## config.mk

```make
export PLATFORM = sky130hd
export DESIGN_NAME = rainbow_pixel_pattern_generator
export DESIGN_NICKNAME = d
export VERILOG_FILES = /design/src/rtl/rpg_pkg.sv /design/src/rtl/rainbow_pixel_pattern_generator.sv /design/src/rtl/rpg_divider.sv /design/src/rtl/rpg_datapath.sv /design/src/rtl/rpg_controller.sv
export VERILOG_INCLUDE_DIRS = /design/src /design/src/rtl
export SDC_FILE = /design/constraint.sdc
export NUM_CORES = 1
export LEC_CHECK = 0
export ABC_AREA = 1
export BUFFER_PORTS_ARGS = -buffer_cell sky130_fd_sc_hd__buf_2
export CORE_AREA = 2 2 235 237
export DETAILED_ROUTE_END_ITERATION = 12
export DIE_AREA = 0 0 237 239
export HOLD_SLACK_MARGIN = 0.05
export PLACE_DENSITY = 0.65
export SYNTH_ARGS = -nofsm -noshare
export SYNTH_HDL_FRONTEND = slang
export SYNTH_HIERARCHICAL = 1
export SYNTH_SLANG_ARGS = --single-unit
```

## constraint.sdc

```tcl
create_clock -name clk -period 23.1 [get_ports clk]
set_input_delay 4.62 -clock clk [delete_from_list [all_inputs] [get_ports clk]]
set_output_delay 4.62 -clock clk [all_outputs]
set_load 0.02 [all_outputs]
```

## src/rtl/rainbow_pixel_pattern_generator_defines.svh

```systemverilog
// Assertion macros shared by the pattern generator.
// Both macros sample on clk and are switched off while arst_n is low.
`ifndef RAINBOW_PIXEL_PATTERN_GENERATOR_DEFINES_SVH
`define RAINBOW_PIXEL_PATTERN_GENERATOR_DEFINES_SVH

// The consequent must hold in the same cycle as the antecedent.
`define RPG_ASSERT_SAME(label, ante, cons, msg) \
	label: assert property (@(posedge clk) disable iff (!arst_n) (ante) |-> (cons)) \
		else $error(msg);

// The consequent must hold in the cycle after the antecedent.
`define RPG_ASSERT_NEXT(label, ante, cons, msg) \
	label: assert property (@(posedge clk) disable iff (!arst_n) (ante) |=> (cons)) \
		else $error(msg);

`endif

```

## src/rtl/rpg_pkg.sv

```systemverilog
package rpg_pkg;

	// Longest strip handled; a larger pixel count is used as this value.
	localparam logic [7:0] MAX_PIXELS = 8'd255;

	// Input transaction kinds.
	localparam logic [1:0] KIND_TICK    = 2'd0;
	localparam logic [1:0] KIND_STEP    = 2'd1;
	localparam logic [1:0] KIND_REQUEST = 2'd2;

	// Pattern modes.
	localparam logic [1:0] MODE_SINGLE = 2'd0;
	localparam logic [1:0] MODE_DOUBLE = 2'd1;
	localparam logic [1:0] MODE_ROTATE = 2'd2;
	localparam logic [1:0] MODE_RISE   = 2'd3;

	// Configuration register indexes.
	localparam int unsigned CFG_IDX_W = 3;
	localparam logic [CFG_IDX_W-1:0] CFG_PATTERN_MODE  = 3'd0;
	localparam logic [CFG_IDX_W-1:0] CFG_CHANGE_DELAY  = 3'd1;
	localparam logic [CFG_IDX_W-1:0] CFG_MIN_BRIGHT    = 3'd2;
	localparam logic [CFG_IDX_W-1:0] CFG_PIXEL_COUNT   = 3'd3;
	localparam logic [CFG_IDX_W-1:0] CFG_HALF_POINT    = 3'd4;
	localparam int unsigned CFG_DATA_W = 16;

	// Timers.
	localparam int unsigned STEP_W   = 11;
	localparam int unsigned CHANGE_W = 16;
	localparam logic [STEP_W-1:0]   STEP_SAT    = 11'd2047;
	localparam logic [STEP_W-1:0]   DIM_OFF_MS  = 11'd1500;
	localparam logic [CHANGE_W-1:0] CHANGE_SAT  = 16'hFFFF;

	// Hue and brightness scale factors (153 is 255 scaled by 0.6).
	localparam logic [15:0] FULL_SPAN   = 16'd255;
	localparam logic [15:0] ROTATE_SPAN = 16'd153;

	// Serial divider geometry.
	localparam int unsigned DVD_W = 16;
	localparam int unsigned DSR_W = 8;
	localparam int unsigned CNT_W = $clog2(DVD_W + 1);

	// Division by 1000 as a multiplication by ceil(2^30 / 1000) and a shift.
	localparam int unsigned PROD_W      = STEP_W + 8;
	localparam int unsigned RECIP_W     = 21;
	localparam int unsigned RECIP_SHIFT = 30;
	localparam int unsigned DIM_W       = PROD_W + RECIP_W - RECIP_SHIFT;
	localparam logic [RECIP_W-1:0] RECIP_K = 21'd1073742;

	typedef enum logic [2:0] {
		ST_IDLE,
		ST_DIVIDE,
		ST_DIM_MUL,
		ST_DIM_SCALE,
		ST_FINISH
	} ctrl_state_t;

	typedef struct packed {
		logic accept;
		logic div_start;
		logic mul_en;
		logic scale_en;
		logic out_load;
	} ctrl_cmd_t;

	typedef struct packed {
		logic is_request;
		logic div_done;
	} ctrl_stat_t;

endpackage

```

## src/rtl/rainbow_pixel_pattern_generator.sv

```systemverilog
// A pixel request steps through the divide, dimming multiply, dimming scale and
// finish states; finish holds while a waiting result is stalled. No new transaction
// is taken until a request is through; ticks and step events end in the cycle taken.
// A finished result waits in the output register while the next transaction is taken.
// Reset (arst_n low, asynchronous) clears all configuration to its defaults (pixel
// count one), the timers, the start hue, the frame flag and the output valid flag.
`include "rainbow_pixel_pattern_generator_defines.svh"

module rainbow_pixel_pattern_generator (
	input  logic                            clk,
	input  logic                            arst_n,
	// Configuration write port.
	input  logic                            cfg_we,
	input  logic [rpg_pkg::CFG_IDX_W-1:0]   cfg_index,
	input  logic [rpg_pkg::CFG_DATA_W-1:0]  cfg_data,
	// Input channel.
	input  logic                            in_valid,
	output logic                            in_stall,
	input  logic [1:0]                      kind,
	input  logic [7:0]                      pixel_index,
	input  logic                            first_of_frame,
	input  logic                            last_of_frame,
	// Result channel.
	output logic                            out_valid,
	input  logic                            out_stall,
	output logic [7:0]                      out_index,
	output logic [7:0]                      hue,
	output logic [7:0]                      brightness,
	output logic                            write_pixel
);

	// The controller steps each transaction through its phases; the datapath holds
	// every register of the pattern and the arithmetic. They talk only through
	// the command and status structures below.
	rpg_pkg::ctrl_cmd_t  cmd;
	rpg_pkg::ctrl_stat_t stat;

	rpg_controller u_ctrl (
		.clk       (clk),
		.arst_n    (arst_n),
		.in_valid  (in_valid),
		.in_stall  (in_stall),
		.out_valid (out_valid),
		.out_stall (out_stall),
		.stat      (stat),
		.cmd       (cmd)
	);

	// Each pixel request runs two divisions side by side, one for the hue and one
	// for the undimmed brightness. The fade after a step is then a multiply by the
	// elapsed time and a reciprocal multiply that stands in for the division by a
	// thousand milliseconds. Ticks and step events only move the timers.
	rpg_datapath u_dp (
		.clk            (clk),
		.arst_n         (arst_n),
		.cmd            (cmd),
		.stat           (stat),
		.cfg_we         (cfg_we),
		.cfg_index      (cfg_index),
		.cfg_data       (cfg_data),
		.kind           (kind),
		.pixel_index    (pixel_index),
		.first_of_frame (first_of_frame),
		.last_of_frame  (last_of_frame),
		.out_index      (out_index),
		.hue            (hue),
		.brightness     (brightness),
		.write_pixel    (write_pixel)
	);

	// A tick, a step or an unused kind is finished in the cycle it is taken.
	`RPG_ASSERT_NEXT(a_short_kind_ready, in_valid && !in_stall && kind != rpg_pkg::KIND_REQUEST, !in_stall, "non-request transaction held the input channel")

	// A pixel request occupies the block for its whole computation.
	`RPG_ASSERT_NEXT(a_request_busy, in_valid && !in_stall && kind == rpg_pkg::KIND_REQUEST, in_stall && !cmd.out_load, "pixel request did not occupy the block")

	// A new result is only written into a free or draining output register.
	`RPG_ASSERT_SAME(a_no_overwrite, cmd.out_load, !out_valid || !out_stall, "waiting result overwritten")

endmodule

```

## src/rtl/rpg_divider.sv

```systemverilog
// Restoring divider, one quotient bit per cycle. A zero divisor gives zero.
module rpg_divider (
	input  logic                           clk,
	input  logic                           arst_n,
	input  logic                           start,
	input  logic [rpg_pkg::DVD_W-1:0]      dividend,
	input  logic [rpg_pkg::DSR_W-1:0]      divisor,
	output logic [rpg_pkg::DVD_W-1:0]      quotient,
	output logic                           done
);

	logic [rpg_pkg::CNT_W-1:0] cnt_q;
	logic [rpg_pkg::DVD_W-1:0] quo_q;
	logic [rpg_pkg::DSR_W-1:0] rem_q;
	logic [rpg_pkg::DSR_W-1:0] dsr_q;
	logic [rpg_pkg::DSR_W:0]   trial;
	logic [rpg_pkg::DSR_W:0]   trial_sub;
	logic                      fits;

	always_comb begin
		trial     = {rem_q, quo_q[rpg_pkg::DVD_W-1]};
		trial_sub = trial - {1'b0, dsr_q};
		fits      = trial >= {1'b0, dsr_q};
	end

	always_ff @(posedge clk or negedge arst_n) begin
		if (!arst_n) begin
			cnt_q <= '0;
		end else if (start) begin
			cnt_q <= rpg_pkg::CNT_W'(rpg_pkg::DVD_W);
		end else if (cnt_q != '0) begin
			cnt_q <= cnt_q - rpg_pkg::CNT_W'(1);
		end
	end

	always_ff @(posedge clk) begin
		if (start) begin
			quo_q <= dividend;
			rem_q <= '0;
			dsr_q <= divisor;
		end else if (cnt_q != '0) begin
			rem_q <= fits ? trial_sub[rpg_pkg::DSR_W-1:0] : trial[rpg_pkg::DSR_W-1:0];
			quo_q <= {quo_q[rpg_pkg::DVD_W-2:0], fits};
		end
	end

	assign quotient = (dsr_q == '0) ? '0 : quo_q;
	assign done     = (cnt_q == '0);

endmodule

```

## src/rtl/rpg_datapath.sv

```systemverilog
// Configuration, timers, frame state, operand set-up, two dividers and the
// brightness dimming arithmetic, plus the result payload registers.
module rpg_datapath (
	input  logic                                clk,
	input  logic                                arst_n,
	input  rpg_pkg::ctrl_cmd_t                  cmd,
	output rpg_pkg::ctrl_stat_t                 stat,
	input  logic                                cfg_we,
	input  logic [rpg_pkg::CFG_IDX_W-1:0]       cfg_index,
	input  logic [rpg_pkg::CFG_DATA_W-1:0]      cfg_data,
	input  logic [1:0]                          kind,
	input  logic [7:0]                          pixel_index,
	input  logic                                first_of_frame,
	input  logic                                last_of_frame,
	output logic [7:0]                          out_index,
	output logic [7:0]                          hue,
	output logic [7:0]                          brightness,
	output logic                                write_pixel
);

	// Configuration registers.
	logic [1:0]                     mode_q;
	logic [rpg_pkg::CHANGE_W-1:0]   delay_q;
	logic [7:0]                     min_q;
	logic [7:0]                     count_q;
	logic [7:0]                     half_q;

	// Timers and frame state.
	logic [rpg_pkg::STEP_W-1:0]     since_step_q;
	logic [rpg_pkg::CHANGE_W-1:0]   since_change_q;
	logic [7:0]                     start_hue_q;
	logic                           frame_updates_q;

	// Per-request operands held while the request is worked on.
	logic [7:0]                     index_q;
	logic                           inside_q;
	logic                           wr_q;
	logic [7:0]                     base_q;
	logic                           dark_q;
	logic [rpg_pkg::STEP_W-1:0]     step_q;
	logic [7:0]                     v_q;
	logic [rpg_pkg::PROD_W-1:0]     prod_q;
	logic [rpg_pkg::DIM_W-1:0]      dim_q;

	logic                           animated;
	logic [7:0]                     n;
	logic                           lower;
	logic [7:0]                     d;
	logic [rpg_pkg::DVD_W-1:0]      i_full;
	logic [rpg_pkg::DVD_W-1:0]      i_rot;
	logic [rpg_pkg::DVD_W-1:0]      d_full;
	logic [rpg_pkg::DVD_W-1:0]      hue_dvd;
	logic [7:0]                     hue_dsr;
	logic [7:0]                     val_dsr;
	logic                           fu_new;
	logic                           change_due;
	logic [rpg_pkg::DVD_W-1:0]      hue_quot;
	logic [rpg_pkg::DVD_W-1:0]      val_quot;
	logic                           hue_done;
	logic                           val_done;
	logic [7:0]                     v_floor;
	logic [7:0]                     dim_left;
	logic [7:0]                     bright_calc;
	logic [rpg_pkg::PROD_W+rpg_pkg::RECIP_W-1:0] recip_prod;

	// Operand set-up for a pixel request, taken from the input fields.
	always_comb begin
		animated   = mode_q[1];
		n          = (count_q > rpg_pkg::MAX_PIXELS) ? rpg_pkg::MAX_PIXELS : count_q;
		lower      = pixel_index < half_q;
		d          = lower ? pixel_index : (n - 8'd1 - pixel_index);
		i_full     = rpg_pkg::DVD_W'(pixel_index) * rpg_pkg::FULL_SPAN;
		i_rot      = rpg_pkg::DVD_W'(pixel_index) * rpg_pkg::ROTATE_SPAN;
		d_full     = rpg_pkg::DVD_W'(d) * rpg_pkg::FULL_SPAN;
		val_dsr    = lower ? half_q : (n - half_q);
		change_due = since_change_q >= delay_q;
		fu_new     = first_of_frame ? (animated && change_due) : frame_updates_q;
		case (mode_q)
			rpg_pkg::MODE_SINGLE: begin
				hue_dvd = i_full;
				hue_dsr = n;
			end
			rpg_pkg::MODE_DOUBLE: begin
				hue_dvd = d_full;
				hue_dsr = lower ? half_q : (n - half_q - 8'd1);
			end
			rpg_pkg::MODE_ROTATE: begin
				hue_dvd = i_rot;
				hue_dsr = n;
			end
			default: begin
				hue_dvd = d_full;
				hue_dsr = n;
			end
		endcase
	end

	rpg_divider u_hue_div (
		.clk      (clk),
		.arst_n   (arst_n),
		.start    (cmd.div_start),
		.dividend (hue_dvd),
		.divisor  (hue_dsr),
		.quotient (hue_quot),
		.done     (hue_done)
	);

	rpg_divider u_val_div (
		.clk      (clk),
		.arst_n   (arst_n),
		.start    (cmd.div_start),
		.dividend (d_full),
		.divisor  (val_dsr),
		.quotient (val_quot),
		.done     (val_done)
	);

	assign stat.is_request = (kind == rpg_pkg::KIND_REQUEST);
	assign stat.div_done   = hue_done && val_done;

	// Configuration, timers and frame state.
	always_ff @(posedge clk or negedge arst_n) begin
		if (!arst_n) begin
			mode_q          <= rpg_pkg::MODE_SINGLE;
			delay_q         <= '0;
			min_q           <= '0;
			count_q         <= 8'd1;
			half_q          <= '0;
			since_step_q    <= '0;
			since_change_q  <= '0;
			start_hue_q     <= '0;
			frame_updates_q <= 1'b0;
		end else begin
			if (cfg_we) begin
				case (cfg_index)
					rpg_pkg::CFG_PATTERN_MODE: mode_q  <= cfg_data[1:0];
					rpg_pkg::CFG_CHANGE_DELAY: delay_q <= cfg_data;
					rpg_pkg::CFG_MIN_BRIGHT:   min_q   <= cfg_data[7:0];
					rpg_pkg::CFG_PIXEL_COUNT:  count_q <= cfg_data[7:0];
					rpg_pkg::CFG_HALF_POINT:   half_q  <= cfg_data[7:0];
					default: ;
				endcase
			end
			if (cmd.accept) begin
				case (kind)
					rpg_pkg::KIND_TICK: begin
						if (since_step_q != rpg_pkg::STEP_SAT) begin
							since_step_q <= since_step_q + rpg_pkg::STEP_W'(1);
						end
						if (since_change_q != rpg_pkg::CHANGE_SAT) begin
							since_change_q <= since_change_q + rpg_pkg::CHANGE_W'(1);
						end
					end
					rpg_pkg::KIND_STEP: begin
						since_step_q <= '0;
					end
					rpg_pkg::KIND_REQUEST: begin
						if (first_of_frame && animated && change_due) begin
							since_change_q <= '0;
						end
						if (last_of_frame) begin
							frame_updates_q <= 1'b0;
							if (animated && fu_new) begin
								if (mode_q == rpg_pkg::MODE_ROTATE) begin
									start_hue_q <= start_hue_q - 8'd1;
								end else begin
									start_hue_q <= start_hue_q + 8'd1;
								end
							end
						end else begin
							frame_updates_q <= fu_new;
						end
					end
					default: ;
				endcase
			end
		end
	end

	// Brightness: floor at the minimum, then fade by elapsed time since the step; past DIM_OFF_MS it is the minimum.
	always_comb begin
		v_floor     = (val_quot[7:0] < min_q) ? min_q : val_quot[7:0];
		recip_prod  = (rpg_pkg::PROD_W + rpg_pkg::RECIP_W)'(prod_q)
			* (rpg_pkg::PROD_W + rpg_pkg::RECIP_W)'(rpg_pkg::RECIP_K);
		dim_left    = (dim_q > rpg_pkg::DIM_W'(v_q)) ? 8'd0 : (v_q - dim_q[7:0]);
		bright_calc = dark_q ? min_q : ((dim_left < min_q) ? min_q : dim_left);
	end

	always_ff @(posedge clk) begin
		if (cmd.div_start) begin
			index_q  <= pixel_index;
			inside_q <= pixel_index < n;
			wr_q     <= animated ? fu_new : 1'b1;
			base_q   <= animated ? start_hue_q : 8'd0;
			dark_q   <= since_step_q > rpg_pkg::DIM_OFF_MS;
			step_q   <= since_step_q;
		end
		if (cmd.mul_en) begin
			v_q    <= v_floor;
			prod_q <= rpg_pkg::PROD_W'(step_q) * rpg_pkg::PROD_W'(v_floor - min_q);
		end
		if (cmd.scale_en) begin
			dim_q <= recip_prod[rpg_pkg::PROD_W+rpg_pkg::RECIP_W-1:rpg_pkg::RECIP_SHIFT];
		end
		if (cmd.out_load) begin
			out_index <= index_q;
			if (inside_q) begin
				hue         <= hue_quot[7:0] + base_q;
				brightness  <= bright_calc;
				write_pixel <= wr_q;
			end else begin
				hue         <= 8'd0;
				brightness  <= 8'd0;
				write_pixel <= 1'b0;
			end
		end
	end

endmodule

```

## src/rtl/rpg_controller.sv

```systemverilog
// Sequencer for one input transaction at a time, and the result valid flag.
module rpg_controller (
	input  logic                 clk,
	input  logic                 arst_n,
	input  logic                 in_valid,
	output logic                 in_stall,
	output logic                 out_valid,
	input  logic                 out_stall,
	input  rpg_pkg::ctrl_stat_t  stat,
	output rpg_pkg::ctrl_cmd_t   cmd
);

	rpg_pkg::ctrl_state_t state_q;
	rpg_pkg::ctrl_state_t state_d;
	logic                 out_valid_q;
	logic                 out_free;

	assign out_free = !out_valid_q || !out_stall;

	always_comb begin
		state_d = state_q;
		case (state_q)
			rpg_pkg::ST_IDLE: begin
				if (in_valid && stat.is_request) begin
					state_d = rpg_pkg::ST_DIVIDE;
				end
			end
			rpg_pkg::ST_DIVIDE: begin
				if (stat.div_done) begin
					state_d = rpg_pkg::ST_DIM_MUL;
				end
			end
			rpg_pkg::ST_DIM_MUL:   state_d = rpg_pkg::ST_DIM_SCALE;
			rpg_pkg::ST_DIM_SCALE: state_d = rpg_pkg::ST_FINISH;
			rpg_pkg::ST_FINISH: begin
				if (out_free) begin
					state_d = rpg_pkg::ST_IDLE;
				end
			end
			default: state_d = rpg_pkg::ST_IDLE;
		endcase
	end

	always_comb begin
		in_stall      = (state_q != rpg_pkg::ST_IDLE);
		cmd.accept    = (state_q == rpg_pkg::ST_IDLE) && in_valid;
		cmd.div_start = (state_q == rpg_pkg::ST_IDLE) && in_valid && stat.is_request;
		cmd.mul_en    = (state_q == rpg_pkg::ST_DIM_MUL);
		cmd.scale_en  = (state_q == rpg_pkg::ST_DIM_SCALE);
		cmd.out_load  = (state_q == rpg_pkg::ST_FINISH) && out_free;
	end

	always_ff @(posedge clk or negedge arst_n) begin
		if (!arst_n) begin
			state_q     <= rpg_pkg::ST_IDLE;
			out_valid_q <= 1'b0;
		end else begin
			state_q <= state_d;
			if (cmd.out_load) begin
				out_valid_q <= 1'b1;
			end else if (!out_stall) begin
				out_valid_q <= 1'b0;
			end
		end
	end

	assign out_valid = out_valid_q;

endmodule
```

==> impl_metrics.ini <==
[run_status]
run_status = finished clean

[sta]
worst_slew_pin_slew_ps = 1050
final.setup_skew_ps = 22.7
period_needed_ps = 11010
timing.setup.tns_ps = 0
max_slew_margin = 0.301
timing.final.max_slew_violations = 0
final-hold-violation-count = 0
grt_setup_unrepaired = false
final-setup-viol-count = 0
layout_worst_path_cycle_share = 0.477
clock.fmax_mhz = 90.8

[critical_path]
critical-path-slowest-cell = fa_1
setup.worst_path.class = input port to register
critical_path.max_fanout = 25
critical_path.n_buffers_inverters = 6
crit_path_max_incr_delay_ps = 600
reg2regPathDepth = 38
critPathRequiredTime_ps = 23400
critical-path-top-delay-family = adder cells
worstSetupEndpointType = register
critPathMostFrequentCell = nand2_1
worstSetupStartpointType = input port
critPathArrivalTime_ps = 11310
cp_num_cells = 29

[place]
placement.io_buffers = 62
last_weighted_congestion_value_of_the_routability_driven_placer = 0.946
post_dp_cell_area_sq_um = 28300
detailedPlacementHpwl_um = 53100

[logic_synthesis]
syn-cell-area_sq_um = 27200
synth-warning-count = 6
syn-num-nets = 3885
synth_area_per_cell_sq_um = 8.54
synthesis.instances = 3191

[finish]
final_common_cell = inv_1
nets_finish = 3949
layout_utilization = 0.539
layout-area-overhead-vs-synth_pct = 7.61
final_layout_size_suffix_gt1_frac = 0.0659
final_area_sq_um = 29300
layout_common_cells = inv_1, nand2_1, ha_1, fa_1, nor2_1

[job]
maxCapViolCount = 0

[floorplanning]
die_width_um = 237
initial_core_util = 0.501
die_area_sq_um = 56600
floorplan.die.height_um = 239
ios = 63
std_cell_core_area_sq_um = 54300
fp_rows = 86

[grt]
global_route.overflow_total = 0
grt_pass1_vias = 21400
grt_max_degree = 71
groute.usage.overall = 0.237
grt_first_pass_wirelength_um = 108000
antenna_found_initial = 1

[clocking]
clock_buffers_created_by_tritoncts = 29
postCtsHoldBufs = 0
cts.repair.resized = 0
clock_tree_from_tritoncts = built
cts.root.buffer_cell = clkbuf_16
clk-insertion-delay-late_ps = 590
clkTransAtPathRegs_ps = 70
cts-htree-levels = 1
tritoncts_num_sinks = 248
cts_setup_buffers = 0
clock_path_buffers = 3

[hold_path]
hold_path.class = register to register
min_delay_path_depth = 0

[detailed_routing]
totalWireLength_um = 65200
drt_pre_antenna_iters = 6
route.detailed.wl_per_inst_um = 16.4
dr.first_iter.drc_count = 1319
final_antenna_net_count = 0
detail_route.vias_per_cell = 5.23
via_count = 20800
remaining_drc_errors = 0
## stage by stage
step | hold slack, ps | setup WS (ps) | cells
floorplan | 400 | 12710 | 3191
global placement | 426 | 11610 | 3928
detailed placement | 408 | 11550 | 3928
CTS | 429 | 12150 | 3982
global route | 436 | 11540 | 3982
finish | 424 | 12090 | 3983
## final timing paths
check / slack [ps] / endpoint / start
min reg2reg: 420 / u_dp/out_index[4] / u_dp/index_q[4]
min: 420 / u_dp/out_index[4] / u_dp/index_q[4]
max reg2reg: 14120 / u_dp/prod_q[15] / u_dp/u_val_div/dsr_q[1]
max: 12090 / u_dp/u_hue_div/quo_q[13] / pixel_index[1]
min in group asynchronous: 3960 / u_dp/since_step_q[3] / arst_n
max in group asynchronous: 17900 / u_dp/u_hue_div/cnt_q[4] / arst_n
## registers in the layout, summed over array words and instances, names as in the netlist, 10 cells and up
name	cells
u_dp/prod_q	19
u_dp/since_step_q	11
u_dp/delay_q	16
u_dp/u_hue_div/quo_q	16
u_dp/step_q	11
u_dp/u_val_div/quo_q	16
u_dp/since_change_q	16
u_dp/dim_q	10
## cell type report
cell class                      count  area, sq um
Clock buffer                       34          776
Timing Repair Buffer               68          358
Fill cell                        4973        25000
Clock inverter                     20          228
Tap cell                          704          881
Multi-Input combinational cell   2213        17600
Inverter                          695         2610
Sequential cell                   248         6830
Antenna cell                        1         2.50
## worst register-to-register path: cells and delay by family (launching register included)
family / cells / cell delay, ps
buffers and inverters: 4 / 500
AO/OA/AOI/OAI: 9 / 1730
flip-flops: 1 / 460
AND/OR/NAND/NOR: 16 / 2240
XOR/XNOR: 1 / 140
adder cells (fa/ha/maj): 8 / 3660
## routing by layer
layer,wire (um),vias up,track usage
li1,-,10400,-
met1,31000,9907,0.336
met2,29300,461,0.384
met3,3480,90,0.0343
met4,1420,0,0.0537
met5,0,-,0
Power is left out: the tool's default activity adds up to more than one toggle a clock period on the data nets, which glitch-free logic cannot reach.
